[src/hdl/rsi_isqrt.sv]
`timescale 1ns / 1ps

module rsi_isqrt
#(
    parameter int RW = 32,
    parameter int SW = 1
)
(
    input  logic            clk,
    input  logic            rst_n,
    input  logic            en,
    input  logic            in_v,
    input  logic [2*RW-1:0] rad,
    input  logic [SW-1:0]   in_side,
    output logic            out_v,
    output logic [RW-1:0]   root,
    output logic [SW-1:0]   out_side
);

    localparam int VW = 2 * RW;

    logic          v_reg    [RW+1];
    logic [VW-1:0] vsh_reg  [RW];
    logic [RW+1:0] rem_reg  [RW];
    logic [RW-1:0] root_reg [RW+1];
    logic [SW-1:0] side_reg [RW+1];

    always_ff @(posedge clk or negedge rst_n)
    begin
        if (!rst_n)
            v_reg[0] <= 1'b0;
        else if (en)
            v_reg[0] <= in_v;
    end

    always_ff @(posedge clk)
    begin
        if (en)
        begin
            vsh_reg[0]  <= rad;
            rem_reg[0]  <= '0;
            root_reg[0] <= '0;
            side_reg[0] <= in_side;
        end
    end

    // One root bit per stage: shift in two radicand bits, try root*4+1
    for (genvar i = 0; i < RW; i++)
    begin : g_step
        logic [RW+3:0] rem4;
        logic [RW+3:0] trial;
        logic [RW+3:0] diff;
        logic          ge;

        assign rem4  = {rem_reg[i], vsh_reg[i][VW-1:VW-2]};
        assign trial = {2'b00, root_reg[i], 2'b01};
        assign ge    = rem4 >= trial;
        assign diff  = rem4 - trial;

        always_ff @(posedge clk or negedge rst_n)
        begin
            if (!rst_n)
                v_reg[i+1] <= 1'b0;
            else if (en)
                v_reg[i+1] <= v_reg[i];
        end

        always_ff @(posedge clk)
        begin
            if (en)
            begin
                root_reg[i+1] <= {root_reg[i][RW-2:0], ge};
                side_reg[i+1] <= side_reg[i];
            end
        end

        if (i < RW - 1)
        begin : g_carry
            always_ff @(posedge clk)
            begin
                if (en)
                begin
                    rem_reg[i+1] <= ge ? diff[RW+1:0] : rem4[RW+1:0];
                    vsh_reg[i+1] <= {vsh_reg[i][VW-3:0], 2'b00};
                end
            end
        end
    end

    assign out_v    = v_reg[RW];
    assign root     = root_reg[RW];
    assign out_side = side_reg[RW];

endmodule

[config.mk]
export PLATFORM = sky130hd
export DESIGN_NAME = rsi_isqrt
export DESIGN_NICKNAME = d
export VERILOG_FILES = /design/src/hdl/rsi_isqrt.sv
export SDC_FILE = /design/constraint.sdc
export NUM_CORES = 2
export LEC_CHECK = 0
export ABC_AREA = 0
export BUFFER_PORTS_ARGS = -buffer_cell sky130_fd_sc_hd__buf_2
export CAP_MARGIN = 20
export CORE_AREA = 3 3 524 526
export DETAILED_ROUTE_END_ITERATION = 7
export DIE_AREA = 0 0 527 529
export PLACE_DENSITY = 0.57
export SLEW_MARGIN = 20
export SYNTH_ARGS = -nofsm -noshare
export SYNTH_HDL_FRONTEND = slang
export SYNTH_MEMORY_MAX_BITS = 65536
export SYNTH_SLANG_ARGS = --single-unit
[constraint.sdc]
create_clock -name clk -period 4.9 [get_ports clk]
set_input_delay 0.735 -clock clk [delete_from_list [all_inputs] [get_ports clk]]
set_output_delay 0.735 -clock clk [all_outputs]
set_load 0.03 [all_outputs]
==> flow_summary.yaml <==
setup_path:
  crit_fanout: 20
  worstSetupPathType: "reg -> reg"
  critPathLaunchType: "flip-flop"
  worstPathArrival_ns: 4.78
  critPathCaptureType: "flip-flop"
  critPathRequiredTime_ns: 5.53
route:
  routed.top_layer: "met4"
  routed-wl-met2_mm: 122
  vias_per_cell: 5.34
  drc: 0
  drt_iter0_drc: 5234
  drt_wl_total_mm: 247
  wl_per_cell_um: 18.5
  drtPass1Iterations: 6
  vias: 71300
  drt-met1-wl_mm: 106
  postRouteAntennaNets: 0
  routed-wl-met3_mm: 9.49
synthesis:
  netlist.top_cell.by_area: "edfxtp_1"
  netlist.area_leader.share_pct: 64.9
  yosys-top-cells-area: "edfxtp_1, ha_1, xnor2_1, xor2_1, a21oi_1"
  ys_async_sr_fraction_pct: 1.24
  synth_area_per_cell_um2: 13.2
  yosysSeqAreaShare_pct: 65.6
  ys_seq_elements: 2653
  synth_fp_nets: 9808
  synth_cell_types: 90
  ys_warn_count: 0
  syn_area_um2: 121000
  postSynthCellCount: 9177
  synth-edff-count: 2620
  synthFlopType: "edfxtp_1"
global_route:
  grt_max_degree: 121
  grt_usage_pct: 17.4
  antenna_found_initial: 3
  grt_pass1_wl_mm: 388
  overflow: 0
  first_global_vias: 70600
place:
  placedInstanceArea_um2: 127000
  pre_cts_ws_ns: 0.812
  place_congestion: 0.888
  numPortBuffers: 102
  dp_cells: 12800
  dp.final_hpwl_mm: 176
timing:
  fin_ws_ns: 0.753
  setup_viol: 0
  fin_skew_ns: 0.0628
  period_needed_ns: 4.15
  maxSlewViolCount: 0
  period_share_pct: 84.6
  relSlewSlack_pct: 31.1
  hold_ws_ns: 0.0786
  hold_viol: 0
  max_slew.worst_pin.slew_ns: 1.02
  grt_setup_unrepaired: "no"
  clock.fmax_mhz: 241
  tns_ns: 0
clock_network:
  cts_buffers: 296
  clkTransAtPathRegs_ns: 0.06
  ctsHoldBuffers: 64
  cts_root_buf: "clkbuf_16"
  post_cts_buffers: 0
  cts_tree: "yes"
  clk_latency_ns: 0.88
  htree_num_levels: 5
  cts_max_path_buffers: 4
  cts_sinks: 2653
  cts_resized: 0
power_and_ir_drop:
  cellLeakagePower_nw: 52.0
  p_total_mw: 64.6
  vdd_drop_max_uv: 335
  p_per_area_nw_per_um2: 472
floorplan:
  start_util_pct: 44.8
  die_h_um: 529
  die_x_um: 527
  ioPinCount: 103
  coreArea_um2: 271000
  dieArea_um2: 279000
  std_cell_rows: 191
layout:
  largest_reg_flops: 1056
  instances_no_fill: 13400
  nNetsFinal: 10200
  layout-drive-gt1-share_pct: 8.28
  area_growth_syn_to_layout_pct: 13.0
  postLayoutCellArea_um2: 137000
  utilization_pct: 50.7
status:
  status: "finished clean"
job:
  cap_viol_max_count: 0
min_path:
  hold_class: "in -> reg"
critical path: stages (launching register included):
cell	delay, ns
edfxtp_1	0.42
or3_1	0.41
or2_2	0.30
or3_1	0.36
nor3_1	0.44
o311ai_0	0.36
or3_1	0.74
and4_1	0.48
and3b_1	0.25
xor2_1	0.14
synth_stat cells, types with 43 or more instances:
master,number
a21o_1,210
nand3_1,142
or4_1,59
o21a_1,89
nor2_1,580
inv_1,683
ha_1,562
xor2_1,402
nand2_1,563
nand2b_1,124
clkbuf_1,153
or3_1,89
xnor2_1,452
nor3_1,236
nand4_1,105
nor4_1,112
a31oi_1,62
nor2b_1,81
edfxtp_1,2620
o21ai_0,432
and3_1,48
a21oi_1,639
o21bai_1,47
mux2_2,123
o31ai_1,43
final timing paths:
path	to	slack (ns)	cells past startpoint	from
hold / removal	vsh_reg[0][40]$_DFFE_PP_	0.08	1	rad[40]
max in group asynchronous	v_reg[15]$_DFFE_PN0P_	3.96	2	rst_n
setup reg to reg	rem_reg[10][26]$_DFFE_PP_	0.75	9	rem_reg[9][24]$_DFFE_PP_
setup / recovery	rem_reg[10][26]$_DFFE_PP_	0.75	9	rem_reg[9][24]$_DFFE_PP_
min in group asynchronous	v_reg[24]$_DFFE_PN0P_	0.48	2	rst_n
hold reg to reg	vsh_reg[10][33]$_DFFE_PP_	0.39	0	vsh_reg[9][31]$_DFFE_PP_
where the power goes:
group	switching [mW]	internal (mW)
Sequential	1.87	28.6
Clock	8.84	13.3
Combinational	6.96	5.10
Total	17.7	47.0
placed cells by master (no fill, tap or decap), drive strengths merged, types with 27 or more instances in the layout:
cell type       n
ha            562
edfxtp       2620
mux2          123
a21o          210
o21ai         437
xor2          402
o21a           89
bufinv         36
buf           200
o31ai          44
o21bai         47
o211ai         40
nand2         563
nand3b         28
clkbuf        366
nand3         143
clkinv        108
a21oi         639
nor4          113
dlygate4sd3    64
and2           29
xnor2         452
dfrtp          33
inv           694
nor2          580
nor3          236
a31oi          62
nand4         105
a211oi         38
and3           48
or4            62
or3            89
nor2b          81
or2            27
nand2b        124
logic make-up after synthesis:
| kind of cell | Yosys count | synth area share (%) |
|---|---|---|
| adders and majority gates | 562 | 5.80 |
| and+or+nand+nor | 2310 | 9.46 |
| muxes | 132 | 1.22 |
| DFF | 2653 | 65.6 |
| other | 1 | 0.00309 |
| AOI/OAI and AO/OA | 1798 | 9.06 |
| buffers and inverters | 867 | 2.71 |
| xor gates and xnor gates | 854 | 6.17 |
per-layer routing:
metal  vias up  track usage [%]
li1      34800                -
met1     34500             22.2
met2      1472             30.3
met3       506             2.09
met4         0             6.36
met5         -                0
cell type report:
class	instances	area (µm²)
Sequential cell	2653	79500
Multi-Input combinational cell	5657	38500
Clock inverter	160	1870
Tap cell	3570	4470
Antenna cell	2	5.00
Inverter	684	2570
Clock buffer	366	7840
Fill cell	23100	134000
Timing Repair Buffer	264	2240
No activity file was read; power rests on OpenSTA's default activity.
