File: src/hdl/rsi_pkg.sv
`timescale 1ns / 1ps

package rsi_pkg;

    // Defaults for the top-level parameters
    localparam int DATA_W_DEF = 32;
    localparam int FRAC_W_DEF = 16;

    // Fixed register widths
    localparam int LVL_W  = 31;
    localparam int PROD_W = 2 * LVL_W;
    localparam int K2M_W  = LVL_W + 1;
    localparam int IDX_W  = 2;

    // Register indexes
    localparam logic [IDX_W-1:0] REG_MIN  = 2'd0;
    localparam logic [IDX_W-1:0] REG_KNEE = 2'd1;
    localparam logic [IDX_W-1:0] REG_SOFT = 2'd2;

    // Reset values
    localparam logic [LVL_W-1:0]  MIN_RST  = 31'd65536;
    localparam logic [LVL_W-1:0]  KNEE_RST = 31'd131072;
    localparam logic [PROD_W-1:0] THR2_RST = PROD_W'(MIN_RST) * PROD_W'(MIN_RST);
    localparam logic [PROD_W-1:0] KK_RST   = PROD_W'(KNEE_RST) * PROD_W'(KNEE_RST);
    localparam logic [K2M_W-1:0]  K2M_RST  = K2M_W'({KNEE_RST, 1'b0}) - K2M_W'(MIN_RST);

    // Effective configuration handed to the datapath
    typedef struct packed {
        logic [LVL_W-1:0]  m;     // minimum level, never zero
        logic [LVL_W-1:0]  k;     // knee level, never below m
        logic              soft_knee;
        logic [LVL_W-1:0]  thr;   // active threshold
        logic [PROD_W-1:0] thr2;  // thr squared
        logic [PROD_W-1:0] kk;    // k squared
        logic [K2M_W-1:0]  k2m;   // 2k - m
    } cfg_t;

endpackage

File: src/hdl/rsi_cfg.sv
`timescale 1ns / 1ps

module rsi_cfg
(
    input  logic                       clk,
    input  logic                       rst_n,
    input  logic                       we,
    input  logic [rsi_pkg::IDX_W-1:0]  index,
    input  logic [rsi_pkg::LVL_W-1:0]  data,
    output rsi_pkg::cfg_t              cfg
);

    localparam int LW = rsi_pkg::LVL_W;
    localparam int PW = rsi_pkg::PROD_W;
    localparam int KW = rsi_pkg::K2M_W;

    logic [LW-1:0] min_reg;
    logic [LW-1:0] knee_reg;
    logic          soft_reg;
    logic [LW-1:0] m_reg;
    logic [LW-1:0] k_reg;
    logic          soft_d_reg;
    logic [LW-1:0] thr_reg;
    logic [PW-1:0] thr2_reg;
    logic [PW-1:0] kk_reg;
    logic [KW-1:0] k2m_reg;

    logic [LW-1:0] m_next;
    logic [LW-1:0] k_next;
    logic [LW-1:0] thr_next;

    // Force a zero minimum to one, lift the knee to the minimum
    assign m_next   = (min_reg == '0) ? LW'(1) : min_reg;
    assign k_next   = (knee_reg < m_next) ? m_next : knee_reg;
    assign thr_next = soft_d_reg ? k_reg : m_reg;

    always_ff @(posedge clk or negedge rst_n)
    begin
        if (!rst_n)
        begin
            min_reg    <= rsi_pkg::MIN_RST;
            knee_reg   <= rsi_pkg::KNEE_RST;
            soft_reg   <= 1'b0;
            m_reg      <= rsi_pkg::MIN_RST;
            k_reg      <= rsi_pkg::KNEE_RST;
            soft_d_reg <= 1'b0;
            thr_reg    <= rsi_pkg::MIN_RST;
            thr2_reg   <= rsi_pkg::THR2_RST;
            kk_reg     <= rsi_pkg::KK_RST;
            k2m_reg    <= rsi_pkg::K2M_RST;
        end
        else
        begin
            if (we)
            begin
                case (index)
                    rsi_pkg::REG_MIN:  min_reg  <= data;
                    rsi_pkg::REG_KNEE: knee_reg <= data;
                    rsi_pkg::REG_SOFT: soft_reg <= data[0];
                    default: ;
                endcase
            end
            m_reg      <= m_next;
            k_reg      <= k_next;
            soft_d_reg <= soft_reg;
            thr_reg    <= thr_next;
            thr2_reg   <= PW'(thr_next) * PW'(thr_next);
            kk_reg     <= PW'(k_reg) * PW'(k_reg);
            k2m_reg    <= KW'({k_reg, 1'b0}) - KW'(m_reg);
        end
    end

    assign cfg.m         = m_reg;
    assign cfg.k         = k_reg;
    assign cfg.soft_knee = soft_d_reg;
    assign cfg.thr       = thr_reg;
    assign cfg.thr2      = thr2_reg;
    assign cfg.kk        = kk_reg;
    assign cfg.k2m       = k2m_reg;

endmodule

File: config.mk
export PLATFORM = sky130hd
export DESIGN_NAME = rsi_cfg
export DESIGN_NICKNAME = d
export VERILOG_FILES = /design/src/hdl/rsi_pkg.sv /design/src/hdl/rsi_cfg.sv
export SDC_FILE = /design/constraint.sdc
export NUM_CORES = 2
export LEC_CHECK = 0
export BUFFER_PORTS_ARGS = -buffer_cell sky130_fd_sc_hd__buf_2
export CORE_ASPECT_RATIO = 0.7
export CORE_MARGIN = 5
export CORE_UTILIZATION = 55
export DETAILED_ROUTE_END_ITERATION = 8
export GPL_TIMING_DRIVEN = 1
export HOLD_SLACK_MARGIN = 0.06
export PLACE_DENSITY_LB_ADDON = 0.15
export SLEW_MARGIN = 20
export SYNTH_ARGS = -nofsm -noshare
export SYNTH_HDL_FRONTEND = slang
export SYNTH_SLANG_ARGS = --single-unit
File: constraint.sdc
create_clock -name clk -period 16.9 [get_ports clk]
set_clock_uncertainty 0.15 [all_clocks]
set_input_delay 3.38 -clock clk [delete_from_list [all_inputs] [get_ports clk]]
set_output_delay 3.38 -clock clk [all_outputs]
set_load 0.02 [all_outputs]
==> qor.yml <==
critPathRequiredTime_ns: 17.24
yosys.cell_types.count: 77
vias: 45640
drive_gt1_frac: 0.07727
synth_edf_count: 0
fin_nets: 9011
wl_met2_um: 80740
final_cells: 8478
drtIter0Drc: 3761
drc: 0
status: "finished clean"
critPathMaxFanout: 62
fp.dieW_um: 421.8
slowest_stage: "clkinv_1"
route.met3.wl_um: 20550
final_cell_mix: "inv_1 (1915), fa_1 (1500), nand2_1 (672)"
post_cts_buffers: 0
grt_start_max_net_pins: 70
grt_pass1_wl_um: 295600
clockBufferDepth: 3
mappedNetlistArea_mm2: 0.06528
die_h_um: 298.2
cp_slowest_stage_delay_ns: 1.23
ios: 286
drt-total-wl_um: 188100
grt_usage: 0.3086
ant_nets: 0
layout_commonest_cell: "inv_1"
period_share: 0.6450
drt-met1-wl_um: 77330
first_global_vias: 50560
crit_top_cell: "fa_1"
ys_async_sr_fraction: 1.000
cp-end-kind: "flip-flop"
hold_path_class: "reg2reg"
maxCapViolCount: 0
area_growth_pct: 6.670
placed_cells: 8403
hpwl_um: 153800
io_buffers: 283
routabilityCongestion: 0.9825
relSlewSlack: 0.06417
crit_buf_inv: 5
ys_ff_latch: 310
vias_per_cell: 5.383
critPathArrivalTime_ns: 11.24
yosysSeqAreaShare: 0.1190
post-route-util: 0.5922
coreArea_mm2: 0.1176
cts_sinks: 310
tightest_slew_ns: 1.391
syn_avg_cell_area_um2: 9.651
cp-start-kind: "flip-flop"
yosysWarnings: 0
clkSlewWorstSetupHoldPaths_ns: 0.06
criticalPathCategory: "reg2reg"
ys.flop_type: "dfrtp_1"
rows: 105
period_minus_slack_ns: 10.90
dr.max_layer_used: "met5"
hold_viol_final: 0
fmax_mhz: 91.74
root_buffer: "clkbuf_16"
crit_family: "adder cells"
synth_cells: 6764
cts_buffers: 39
cts_resized: 0
drv_slew: 0
cts_tree: "built"
initial_core_util: 0.5552
h-tree-depth: 2
rsz0062_at_grt: "no"
fillers: 10230
setup_violations: 0
grt_overflow: 0
drt_pass1_iterations: 6
antenna_found_initial: 13
die_area_mm2: 0.1258
wire_per_inst_um: 22.19
clk_latency_ns: 0.63
finalSetupTns_ns: 0
ctsHoldBuffers: 0
## Yosys cell counts (17+ instances only)
cell type,count,area (um2)
buf_1,24,90.09
nand2_1,672,2522
a21o_1,105,788.3
nor3_1,21,105.1
o21a_1,51,382.9
nor2b_1,28,175.2
xor2_1,63,551.8
xnor2_1,111,972.2
nand2b_1,17,106.4
nor2_1,355,1333
ha_1,582,7282
mux2_2,64,720.7
inv_1,1916,7192
fa_1,1500,30030
and2_1,150,938.4
dfrtp_1,301,7532
a21oi_1,147,735.7
nand3_1,27,135.1
o21ai_0,113,565.5
clkbuf_1,235,882.1
nand4_1,38,237.7
o21bai_1,19,142.6
## final cells by class
class / count / area [um2] / share of cell area
Tap cell: 1551 / 1941 / 0.02787
Multi-Input combinational cell: 4255 / 49260 / 0.7075
Sequential cell: 310 / 7770 / 0.1116
Clock inverter: 20 / 285.3 / 0.004097
Antenna cell: 3 / 7.507 / 0.0001078
Timing Repair Buffer: 355 / 1967 / 0.02825
Inverter: 1932 / 7252 / 0.1041
Clock buffer: 52 / 1146 / 0.01646
## worst register-to-register path, cell delays in order (launching register included)
cell and delay, ns:
dfrtp_2 0.34, buf_4 0.52, o21a_1 0.98, clkinv_1 1.24, nand2_1 0.50, fa_1 0.24
inv_1 0.05, fa_1 0.48, inv_1 0.05, fa_1 0.41, fa_1 0.54, fa_1 0.56
inv_1 0.05, fa_1 0.45, fa_1 0.51, fa_1 0.41, ha_1 0.43, nand4_1 0.15
nor2_1 0.19, nand4b_1 0.30, o31ai_1 0.69, a31oi_1 0.46, o31a_1 0.47, o31ai_2 0.33
a221oi_1 0.14, xnor2_1 0.14
## cells by family after synthesis
kind of cell | Yosys count | synth area share
other | 1 | 0.00005745
DFF | 310 | 0.1190
AOI/OAI and AO/OA | 560 | 0.05585
muxes | 71 | 0.01215
buffers and inverters | 2200 | 0.1268
adders and majority gates | 2082 | 0.5716
xor gates and xnor gates | 174 | 0.02335
and+or+nand+nor | 1366 | 0.09120
## final timing paths
check | slack [ns] | cells after the start | from | to
worst min-delay path | 0.23 | 0 | soft_reg | soft_d_reg
worst max register to register | 6.00 | 25 | soft_d_reg | thr2_reg[61]
worst min register to register | 0.23 | 0 | soft_reg | soft_d_reg
worst max-delay path | 6.00 | 25 | soft_d_reg | thr2_reg[61]
min in group asynchronous | 2.52 | 1 | rst_n | kk_reg[24]
max in group asynchronous | 11.32 | 4 | rst_n | knee_reg[29]
## metal layers
layer / global-route usage / vias up
li1: - / 20100
met1: 0.4251 / 23270
met2: 0.4583 / 1910
met3: 0.09755 / 346
met4: 0.1222 / 8
met5: 0 / -
## metrics by stage
| stage | hold WS [ns] | setup WS, ns | area, um2 |
|---|---|---|---|
| 2_1_floorplan | 0.1986 | 8.172 | 65280 |
| 3_3_place_gp | 0.2115 | 6.425 | 68190 |
| 3_5_place_dp | 0.2178 | 6.275 | 68190 |
| 4_1_cts | 0.2307 | 6.226 | 69620 |
| 5_1_grt | 0.2431 | 5.690 | 69630 |
| 6_report | 0.2272 | 5.999 | 69630 |
Power is not shown: default switching activity piles up to over one toggle a cycle in this logic, so the estimate is an artifact.
